**src/rtl/minv_pkg.sv**
```systemverilog
// Package for the 64-bit modular inverse block.
// Holds the default operand width and the status type of the shift-subtract unit.
// No dependencies.
package minv_pkg;

	// Default operand width; the payload fields are always 64 bits wide.
	localparam int DATA_WIDTH_DEF = 64;
	localparam int FIELD_WIDTH = 64;

	// Status returned by the shift-subtract unit to the sequencer.
	typedef struct packed {
		logic le;    // shifted divisor is not above the running remainder
		logic fits;  // divisor may be shifted one more place without overflow
	} minv_cmp_t;

endpackage

```
**src/rtl/minv_if.sv**
```systemverilog
// Channel interfaces of the modular inverse block: request and response.
// Depends on minv_pkg for the field width.
interface minv_req_if;
	logic                          valid;
	logic                          ready;
	logic [minv_pkg::FIELD_WIDTH-1:0] value;
	logic [minv_pkg::FIELD_WIDTH-1:0] modulus;

	modport source (output valid, output value, output modulus, input ready);
	modport sink (input valid, input value, input modulus, output ready);
endinterface

interface minv_rsp_if;
	logic                          valid;
	logic                          ready;
	logic [minv_pkg::FIELD_WIDTH-1:0] inverse;
	logic                          exists;

	modport source (output valid, output inverse, output exists, input ready);
	modport sink (input valid, input inverse, input exists, output ready);
endinterface

```
**src/rtl/modular_inverse_64_core.sv**
```systemverilog
// Modular inverse core: extended Euclid with a shared shift-subtract unit.
// Request channel req carries value and modulus; response channel rsp carries
// inverse and exists. Both use valid/ready; a transaction completes when both
// are high at a rising edge of clk. Only the low DATA_WIDTH bits of the
// operands are used.
// The block works on one transaction at a time: req.ready is high only while
// idle. Each Euclid step loads the step, aligns the divisor by shifting it up
// one place per quotient bit, then subtracts one bit at a time on the way back
// down, all through the single shift-subtract unit. A zero operand goes
// straight from idle to the response state.
// The result is held in the response register with rsp.valid high until the
// receiver takes it; a stalled receiver simply holds the block in that state.
// Reset (arst_n low) returns the sequencer to idle and drops rsp.valid.
// Depends on minv_pkg, minv_if and minv_shsub.
module modular_inverse_64_core #(
	parameter int DATA_WIDTH = minv_pkg::DATA_WIDTH_DEF
) (
	input  logic        clk,
	input  logic        arst_n,
	minv_req_if.sink    req,
	minv_rsp_if.source  rsp
);
	import minv_pkg::*;

	localparam int W  = DATA_WIDTH;
	localparam int KW = $clog2(W);

	typedef enum logic [2:0] {
		ST_IDLE,
		ST_LOAD,
		ST_ALIGN,
		ST_SUB,
		ST_FIN,
		ST_OUT
	} state_t;

	state_t         state_q;
	logic [W-1:0]   r0_q, r1_q, s0_q, s1_q, rem_q, srem_q, m_q, inv_q;
	logic [KW-1:0]  k_q;
	logic           exists_q;

	minv_cmp_t      cmp;
	logic [W-1:0]   rem_diff, srem_diff, rem_new, srem_new;
	logic [W-1:0]   a_in, m_in;

	assign a_in = req.value[W-1:0];
	assign m_in = req.modulus[W-1:0];

	// Shared shift-subtract unit.
	minv_shsub #(.W(W), .KW(KW)) u_shsub (
		.r1        (r1_q),
		.s1        (s1_q),
		.rem       (rem_q),
		.srem      (srem_q),
		.k         (k_q),
		.up        (state_q == ST_ALIGN),
		.cmp       (cmp),
		.rem_diff  (rem_diff),
		.srem_diff (srem_diff)
	);

	// Remainder and coefficient after the current subtract cycle.
	assign rem_new  = cmp.le ? rem_diff : rem_q;
	assign srem_new = cmp.le ? srem_diff : srem_q;

	assign req.ready   = (state_q == ST_IDLE);
	assign rsp.valid   = (state_q == ST_OUT);
	assign rsp.inverse = FIELD_WIDTH'(inv_q);
	assign rsp.exists  = exists_q;

	// Sequencer with its registered datapath.
	always_ff @(posedge clk or negedge arst_n) begin
		if (!arst_n) begin
			state_q  <= ST_IDLE;
			exists_q <= 1'b0;
			r0_q     <= '0;
			r1_q     <= '0;
			s0_q     <= '0;
			s1_q     <= '0;
			rem_q    <= '0;
			srem_q   <= '0;
			m_q      <= '0;
			inv_q    <= '0;
			k_q      <= '0;
		end else begin
			unique case (state_q)
				ST_IDLE: begin
					if (req.valid) begin
						r0_q     <= a_in;
						r1_q     <= m_in;
						m_q      <= m_in;
						s0_q     <= W'(1);
						s1_q     <= '0;
						inv_q    <= '0;
						exists_q <= 1'b0;
						if (a_in == '0 || m_in == '0) begin
							state_q <= ST_OUT;
						end else begin
							state_q <= ST_LOAD;
						end
					end
				end
				ST_LOAD: begin
					rem_q  <= r0_q;
					srem_q <= s0_q;
					k_q    <= '0;
					state_q <= (r1_q == '0) ? ST_FIN : ST_ALIGN;
				end
				ST_ALIGN: begin
					if (cmp.fits && cmp.le) begin
						k_q <= k_q + KW'(1);
					end else begin
						state_q <= ST_SUB;
					end
				end
				ST_SUB: begin
					rem_q  <= rem_new;
					srem_q <= srem_new;
					if (k_q == '0) begin
						r0_q    <= r1_q;
						r1_q    <= rem_new;
						s0_q    <= s1_q;
						s1_q    <= srem_new;
						state_q <= ST_LOAD;
					end else begin
						k_q <= k_q - KW'(1);
					end
				end
				ST_FIN: begin
					// A negative coefficient is brought into range by adding the modulus.
					if (r0_q == W'(1)) begin
						exists_q <= 1'b1;
						inv_q    <= s0_q[W-1] ? (m_q + s0_q) : s0_q;
					end
					state_q <= ST_OUT;
				end
				ST_OUT: begin
					if (rsp.ready) begin
						state_q <= ST_IDLE;
					end
				end
				default: state_q <= ST_IDLE;
			endcase
		end
	end

endmodule

```
**src/rtl/minv_shsub.sv**
```systemverilog
// Shared shift-subtract unit of the modular inverse block.
// Shifts divisor and coefficient, compares against the remainder and subtracts.
// Depends on minv_pkg.
module minv_shsub #(
	parameter int W  = 64,
	parameter int KW = 6
) (
	input  logic [W-1:0]  r1,
	input  logic [W-1:0]  s1,
	input  logic [W-1:0]  rem,
	input  logic [W-1:0]  srem,
	input  logic [KW-1:0] k,
	input  logic          up,
	output minv_pkg::minv_cmp_t cmp,
	output logic [W-1:0]  rem_diff,
	output logic [W-1:0]  srem_diff
);
	import minv_pkg::*;

	logic [W-1:0] d;
	logic [W-1:0] ds;
	logic [KW-1:0] top_idx;

	// Divisor and coefficient shifted by k, or by k+1 while aligning.
	always_comb begin
		d  = r1 << k;
		ds = s1 << k;
		if (up) begin
			d  = d << 1;
			ds = ds << 1;
		end
	end

	// The next shift keeps r1 << (k+1) in range when bit W-1-k of r1 is clear.
	assign top_idx   = KW'(W - 1) - k;
	assign cmp.fits  = (k != KW'(W - 1)) && !r1[top_idx];
	assign cmp.le    = (d <= rem);
	assign rem_diff  = rem - d;
	assign srem_diff = srem - ds;

endmodule

```
**src/flat_wrapper.sv**
```systemverilog
// flat-port wrapper written by rule: the top's interface ports become plain ports
module modular_inverse_64_core_flat import minv_pkg::*;
#(
	parameter int DATA_WIDTH = minv_pkg::DATA_WIDTH_DEF
)
  (clk, arst_n, req_valid, req_value, req_modulus, req_ready, rsp_valid, rsp_inverse, rsp_exists, rsp_ready);
  minv_req_if req_i ();
  minv_rsp_if rsp_i ();
  input  logic clk;
  input  logic arst_n;
  input wire logic [$bits(req_i.valid)-1:0] req_valid;
  input wire logic [$bits(req_i.value)-1:0] req_value;
  input wire logic [$bits(req_i.modulus)-1:0] req_modulus;
  output wire logic [$bits(req_i.ready)-1:0] req_ready;
  output wire logic [$bits(rsp_i.valid)-1:0] rsp_valid;
  output wire logic [$bits(rsp_i.inverse)-1:0] rsp_inverse;
  output wire logic [$bits(rsp_i.exists)-1:0] rsp_exists;
  input wire logic [$bits(rsp_i.ready)-1:0] rsp_ready;
  assign req_i.valid = req_valid;
  assign req_i.value = req_value;
  assign req_i.modulus = req_modulus;
  assign req_ready = req_i.ready;
  assign rsp_valid = rsp_i.valid;
  assign rsp_inverse = rsp_i.inverse;
  assign rsp_exists = rsp_i.exists;
  assign rsp_i.ready = rsp_ready;
  modular_inverse_64_core #(.DATA_WIDTH(DATA_WIDTH)) u_core (.clk(clk), .arst_n(arst_n), .req(req_i), .rsp(rsp_i));
endmodule
```
**config.mk**
```make
export PLATFORM = sky130hd
export DESIGN_NAME = modular_inverse_64_core_flat
export DESIGN_NICKNAME = d
export VERILOG_FILES = /design/src/rtl/minv_pkg.sv /design/src/rtl/minv_if.sv /design/src/rtl/modular_inverse_64_core.sv /design/src/rtl/minv_shsub.sv /design/src/flat_wrapper.sv
export SDC_FILE = /design/constraint.sdc
export NUM_CORES = 2
export LEC_CHECK = 0
export BUFFER_PORTS_ARGS = -buffer_cell sky130_fd_sc_hd__buf_2
export CELL_PAD_IN_SITES_DETAIL_PLACEMENT = 0
export CELL_PAD_IN_SITES_GLOBAL_PLACEMENT = 1
export CORE_MARGIN = 5
export CORE_UTILIZATION = 48
export DETAILED_ROUTE_END_ITERATION = 8
export PLACE_DENSITY_LB_ADDON = 0.1
export SLEW_MARGIN = 20
export SYNTH_ARGS = -nofsm -noshare
export SYNTH_HDL_FRONTEND = slang
export SYNTH_SLANG_ARGS = --single-unit
export TNS_END_PERCENT = 10
```
**constraint.sdc**
```tcl
create_clock -name clk -period 7.65 [get_ports clk]
set_clock_uncertainty 0.05 [all_clocks]
set_input_delay 0.765 -clock clk [delete_from_list [all_inputs] [get_ports clk]]
set_output_delay 0.765 -clock clk [all_outputs]
set_load 0.03 [all_outputs]
```
[Word level (Yosys, flattened, before mapping)]
Index checks and enable logic that the tools add are counted.
Storage, ports and cells
  logic and storage cells: 89
  register bits after elaboration: 522
  output and inout port bits: 67
Cells by class
  reductions and logical operators: 18
  shifts and indexed selects: 2
  order comparisons: 2
  add/subtract/negate cells: 6
  equality and inequality tests: 14
  muxes and demuxes: 36
Operator list (number)
  $mux W64: 14
  $pmux W64 S2: 7
  $logic_not A64 Y1: 3
  $shl A64 B6 Y64: 2
  $sub A64 B64 Y64: 2
  $add A64 B64 Y64: 1
  $eq A64 B1 Y1 const B: 1
  $le A64 B64 Y1: 1
  $mux W3: 6
  $pmux W3 S6: 1
  $pmux W6 S3: 1
  $mux W6: 2
  $reduce_and A3 Y1: 3
  $ne A2 B1 Y1 const B: 4
  $lt A6 B7 Y1 const B: 1
  $add A6 B1 Y6 const B: 1
  $bmux W1 S6: 1
  $eq A3 B2 Y1 const B: 2
  $eq A3 B3 Y1 const B: 2
  $logic_not A6 Y1: 1
  $ne A2 B2 Y1 const B: 3
  $ne A6 B6 Y1 const B: 1
  $reduce_bool A2 Y1: 3
  $sub A6 B1 Y6 const B: 1
  11 further kinds: 14

[Logic depth before layout (Yosys ltp)]
  depth after elaboration: 8
  gate-level depth with buffers: 34
  depth with buffers taken out: 23

[Hierarchy]
Synthesis repeated with hierarchy kept, for this count alone.
Second synthesis, totals
  cells, all modules: 5644
  area, all modules: 44542.7 µm²
Modules (own cells, without submodules)
  modular_inverse_64_core: seq. area each 13062.5 µm², instances 1, area each 28264.6 µm², cells each 3243
  minv_shsub: seq. area each 0.0 µm², instances 1, area each 16278.1 µm², cells each 2401

[Least setup slack after synthesis]
No wires, ideal clock.
  path type: register to register
  start point: register u_core.k_q[1]
  end point: register u_core.r1_q[10]
  slack: 1.771 ns
  arrival: 5.707 ns
  cell stages (with the launch flop): 31
  period minus slack after synthesis: 5.879 ns
  cells stage by stage: dfrtp_1 -> buf_2 -> clkbuf_1 -> buf_2 -> buf_2 -> buf_2 -> buf_1 -> mux4_2 -> mux2i_1 -> nand2_1 -> o21ai_0 -> nor2_1 -> a31oi_1 -> o221ai_1 -> a21oi_1 -> ha_1 -> clkbuf_1 -> nand4_1 -> nor4_1 -> nand4_1 -> nand4_1 -> nor4_1 -> nor3_2 -> or2_1 -> buf_2 -> buf_2 -> buf_2 -> mux2i_1 -> nand2_1 -> o211ai_1 -> nand2_1
On the way
  word-level cells in the longest chain between the ends: 6
  elaborated cells between the ends (all ways): 10
  classes of those cells: add/sub: 1; order compare: 1; eq/ne: 1; shift: 1; mux: 4; reduce/logical: 2
Ends and longest elaborated chain
  start: declaration: RTL line modular_inverse_64_core.sv:39  | logic [KW-1:0] k_q;
  start signal: assignment: RTL line modular_inverse_64_core.sv:111  | k_q <= k_q + KW'(1);
  start signal: assignment: RTL line modular_inverse_64_core.sv:126  | k_q <= k_q - KW'(1);
  $shl A64 B6 Y64: RTL line minv_shsub.sv:26  | d = r1 << k;
  $mux W64: RTL line minv_shsub.sv:28  | if (up) begin
  $sub A64 B64 Y64 / $le A64 B64 Y1 (equally long branches): RTL line minv_shsub.sv:38, minv_shsub.sv:37
  $mux W64: RTL line modular_inverse_64_core.sv:63  | assign rem_new = cmp.le ? rem_diff : rem_q;
  $mux W64: RTL line modular_inverse_64_core.sv:119  | if (k_q == '0) begin
  $pmux W64 S2: RTL line modular_inverse_64_core.sv:86  | unique case (state_q)
  end signal: assignment: RTL line modular_inverse_64_core.sv:90  | r1_q <= m_in;
  end signal: assignment: RTL line modular_inverse_64_core.sv:121  | r1_q <= rem_new;
  end: declaration: RTL line modular_inverse_64_core.sv:38  | logic [W-1:0] r0_q, r1_q, s0_q, s1_q, rem_q, srem_q, m_q, inv_q;
Parallel ways exist; a longest one is shown, timed or not. The select of a mux whose other input is x is not followed.
A chain may end at the register's enable or synchronous reset.

[Worst setup path after layout]
  start point: register u_core.k_q[0]
  end point: register u_core.srem_q[63]
On the way
  word-level cells in the longest chain between the ends: 5
  elaborated cells between the ends (all ways): 8
  classes of those cells: add/sub: 1; order compare: 1; shift: 2; mux: 4
Ends and longest elaborated chain
  $shl A64 B6 Y64, on equally long branches: RTL line minv_shsub.sv:27, minv_shsub.sv:26
  $mux W64: RTL line minv_shsub.sv:28
  $sub A64 B64 Y64 / $le A64 B64 Y1 (equally long branches): RTL line minv_shsub.sv:39, minv_shsub.sv:37
  $mux W64 *: RTL line modular_inverse_64_core.sv:64  | assign srem_new = cmp.le ? srem_diff : srem_q;
  $pmux W64 S2 *: RTL line modular_inverse_64_core.sv:86
  end signal: assignment: RTL line modular_inverse_64_core.sv:105  | srem_q <= s0_q;
  end signal: assignment: RTL line modular_inverse_64_core.sv:118  | srem_q <= srem_new;
  end: declaration: RTL line modular_inverse_64_core.sv:38
Mark *: on every way between the ends. The rest lies on a longest branch, timed or not.

==> impl_metrics.env <==
export IMPL_synth_edf_count=0
export IMPL_core_area_mm2=0.0917
export IMPL_timing_setup_tns_ps=0
export IMPL_timing_max_transition_violations_final=0
export IMPL_worstHoldPathType="in -> async"
export IMPL_share_of_the_yosys_chip_area_belonging_to_registers=0.295
export IMPL_flow_area_growth_from_synthesis_pct=9.08
export IMPL_drive_above_1_share=0.104
export IMPL_asyncSetResetFlopFracSynth=1.00
export IMPL_clock_sinks=522
export IMPL_final_core_utilization=0.527
export IMPL_gp_congestion=1.04
export IMPL_cts_max_path_buffers=3
export IMPL_largest_stage_delay_on_the_critical_path_ps=830
export IMPL_cts_inserted_buffers=66
export IMPL_wire_length_of_the_first_global_routing_pass_mm=295
export IMPL_via_per_inst=6.73
export IMPL_cts_htree_levels=3
export IMPL_number_of_standard_cells_after_synthesis=5688
export IMPL_grt_overflow_total=0
export IMPL_dr_total_vias=46100
export IMPL_start_util=0.483
export IMPL_max_clock_freq_mhz=137
export IMPL_drcViolationCount=0
export IMPL_library_cell_with_the_highest_instance_count_after_synthesis="sky130_fd_sc_hd__nand2_1"
export IMPL_floorplan_die_area_mm2=0.0984
export IMPL_synth_area_leaders="sky130_fd_sc_hd__dfrtp_1, sky130_fd_sc_hd__nand2_1, sky130_fd_sc_hd__ha_1"
export IMPL_first_global_vias=41600
export IMPL_place_port_buffers=198
export IMPL_detail_route_iter0_violations=5963
export IMPL_syn_avg_cell_area_um2=7.78
export IMPL_netlist_area_pre_place_mm2=0.0443
export IMPL_insertion_delay_ps=660
export IMPL_die_height_um=314
export IMPL_pin_count_of_the_biggest_net_entering_global_routing=173
export IMPL_clock_tree_from_tritoncts="built"
export IMPL_timing_worst_slew_pin_value_ps=1220
export IMPL_netlist_cell_type_count=94
export IMPL_rows=111
export IMPL_cts_root_buf="sky130_fd_sc_hd__clkbuf_16"
export IMPL_dp_final_hpwl_mm=154
export IMPL_postCtsHoldBufs=0
export IMPL_drt_pass1_iter_count=6
export IMPL_critPathKind="reg -> reg"
export IMPL_cp_common_cell="sky130_fd_sc_hd__buf_4"
export IMPL_worstSetupEndpointType="flip-flop"
export IMPL_drt_total_wl_mm=204
export IMPL_boundaryPins=199
export IMPL_run_status="complete, no violations"
export IMPL_die_w_um=314
export IMPL_path_max_fanout=32
export IMPL_cp_required_ps=8190
export IMPL_grt_util_all_layers=0.400
export IMPL_max_cap_violations=0
export IMPL_synth_top_area_cell="sky130_fd_sc_hd__dfrtp_1"
export IMPL_initial_antenna_violation_count=7
export IMPL_finalCriticalPeriod_ps=7320
export IMPL_timing_critical_path_cells="buf_4 -> buf_4 -> mux4_2 -> mux2_2 -> mux2i_1 -> mux2i_1 -> o211ai_1 -> ha_1 -> and3_1 -> nand4_1 -> or2_2 -> a2111oi_0 -> buf_4 -> o21ai_1 -> a2111oi_4 -> o41ai_2 -> o311a_1 -> a21oi_1 -> o21a_1"
export IMPL_setup_fix_buffers_added_after_clock_tree_synthesis=0
export IMPL_nets=5932
export IMPL_number_of_endpoints_with_negative_hold_slack_in_the_final_report=0
export IMPL_ys_ff_latch=522
export IMPL_final_antenna_net_count=0
export IMPL_final_period_utilization=0.957
export IMPL_synthDominantCellAreaShare=0.295
export IMPL_synth_ff_type="sky130_fd_sc_hd__dfrtp_1"
export IMPL_timing_critical_path_slowest_stage_cell="sky130_fd_sc_hd__a2111oi_0"
export IMPL_post_syn_nets=6018
export IMPL_setup_viol=0
export IMPL_timing_critical_path_from_type="flip-flop"
export IMPL_grt_setup_unrepaired="false"
export IMPL_yosys_warnings=0
export IMPL_max_slew_margin_rel=0.178
export IMPL_cts_repair_resize_count=0
export IMPL_clk_pin_slew_ps=60
export IMPL_netlist_top_cells_count="sky130_fd_sc_hd__nand2_1, sky130_fd_sc_hd__dfrtp_1, sky130_fd_sc_hd__nor2_1, sky130_fd_sc_hd__o21ai_0, sky130_fd_sc_hd__a21oi_1"
export IMPL_worst_ep_arrival_time_ps=7860
export IMPL_wire_per_inst_um=29.8
[area by class of cell]
type                            instances  area [um2]
Antenna cell                           13        32.5
Clock buffer                           90        1910
Clock inverter                         27         380
Fill cell                            8955       43400
Inverter                               99         382
Multi-Input combinational cell       4621       29200
Sequential cell                       522       13100
Tap cell                             1186        1480
Timing Repair Buffer                  292        1870
[placed cells by master (no fill, tap or decap), types with 21 or more instances in the layout]
master	count
sky130_fd_sc_hd__mux2i_1	226
sky130_fd_sc_hd__and3_1	34
sky130_fd_sc_hd__a211oi_1	74
sky130_fd_sc_hd__ha_1	194
sky130_fd_sc_hd__xor2_1	66
sky130_fd_sc_hd__clkbuf_16	66
sky130_fd_sc_hd__nand4_1	79
sky130_fd_sc_hd__mux4_2	90
sky130_fd_sc_hd__o21ai_1	63
sky130_fd_sc_hd__a31oi_1	126
sky130_fd_sc_hd__xnor2_1	107
sky130_fd_sc_hd__o22ai_1	113
sky130_fd_sc_hd__o21bai_1	42
sky130_fd_sc_hd__o21ai_0	436
sky130_fd_sc_hd__o21a_1	30
sky130_fd_sc_hd__buf_2	197
sky130_fd_sc_hd__nand3_1	223
sky130_fd_sc_hd__dfrtp_1	514
sky130_fd_sc_hd__o211ai_1	44
sky130_fd_sc_hd__nand2_1	1045
sky130_fd_sc_hd__a21oi_1	412
sky130_fd_sc_hd__and2_1	29
sky130_fd_sc_hd__buf_4	81
sky130_fd_sc_hd__mux2_2	21
sky130_fd_sc_hd__inv_1	93
sky130_fd_sc_hd__nor4_1	88
sky130_fd_sc_hd__or3_1	34
sky130_fd_sc_hd__o31ai_1	28
sky130_fd_sc_hd__nor2_1	491
sky130_fd_sc_hd__nor3_1	54
sky130_fd_sc_hd__a21o_1	168
[final timing paths]
kind / slack, ps / endpoint / depth (start not counted) / startpoint
hold reg to reg: 430 / u_core.rsp.exists / 2 / u_core.rsp.exists
max in group asynchronous: 5730 / u_core.k_q[3] / 2 / arst_n
setup / recovery: 330 / u_core.srem_q[63] / 19 / u_core.k_q[0]
hold / removal: 100 / u_core.rsp.exists / 1 / arst_n
setup reg to reg: 330 / u_core.srem_q[63] / 19 / u_core.k_q[0]
min in group clk: 310 / u_core.m_q[51] / 3 / req_modulus[51]
[flip-flops by register name, indices dropped and copies added, names as in the netlist]
register	count
u_core.m_q	64
u_core.r0_q	64
u_core.r1_q	64
u_core.rem_q	64
u_core.rsp.inverse	64
u_core.s0_q	64
u_core.s1_q	64
u_core.srem_q	64
u_core.k_q	6
u_core.state_q	3
u_core.rsp.exists	1
[cell families (layout without fill, tap and decap cells)]
kind of cell | after synthesis | count (layout) | synth area share
muxes | 356 | 356 | 0.111
buffers and inverters | 545 | 508 | 0.0498
adders and majority gates | 198 | 198 | 0.0566
other | 0 | 13 | 0
and+or+nand+nor | 2182 | 2182 | 0.214
DFF | 522 | 522 | 0.295
xor gates and xnor gates | 173 | 173 | 0.0342
AOI/OAI and AO/OA | 1712 | 1712 | 0.239
[metrics by stage]
step           worst slack, ps  hold WS, ps  cell area (um2)  std cells
5_1_grt                   48.4          192            48300       6838
3_5_place_dp               622          414            46000       6720
3_3_place_gp               792          409            46000       6720
2_1_floorplan             1770          395            44300       5688
4_1_cts                    585          173            48300       6837
6_report                   327          104            48300       6850
[layer usage]
layer  share of wire  routed length (um)  track usage
met1            0.43               88200        0.586
met2            0.40               81700        0.547
met3            0.12               24200        0.119
met4           0.049               10100        0.167
met5         0.00058                 119      0.00889
[worst max-delay path, delay by kind of cell, from the launching register on]
family | cells | cell delay (ps)
buffers and inverters | 3 | 1130
AOI/OAI and AO/OA | 8 | 2530
muxes | 4 | 1620
DFF | 1 | 770
adders and majority gates | 1 | 290
and+or+nand+nor | 3 | 820
Power is left out: the tool's default activity adds up to more than one toggle a clock period on the data nets, which glitch-free logic cannot reach.
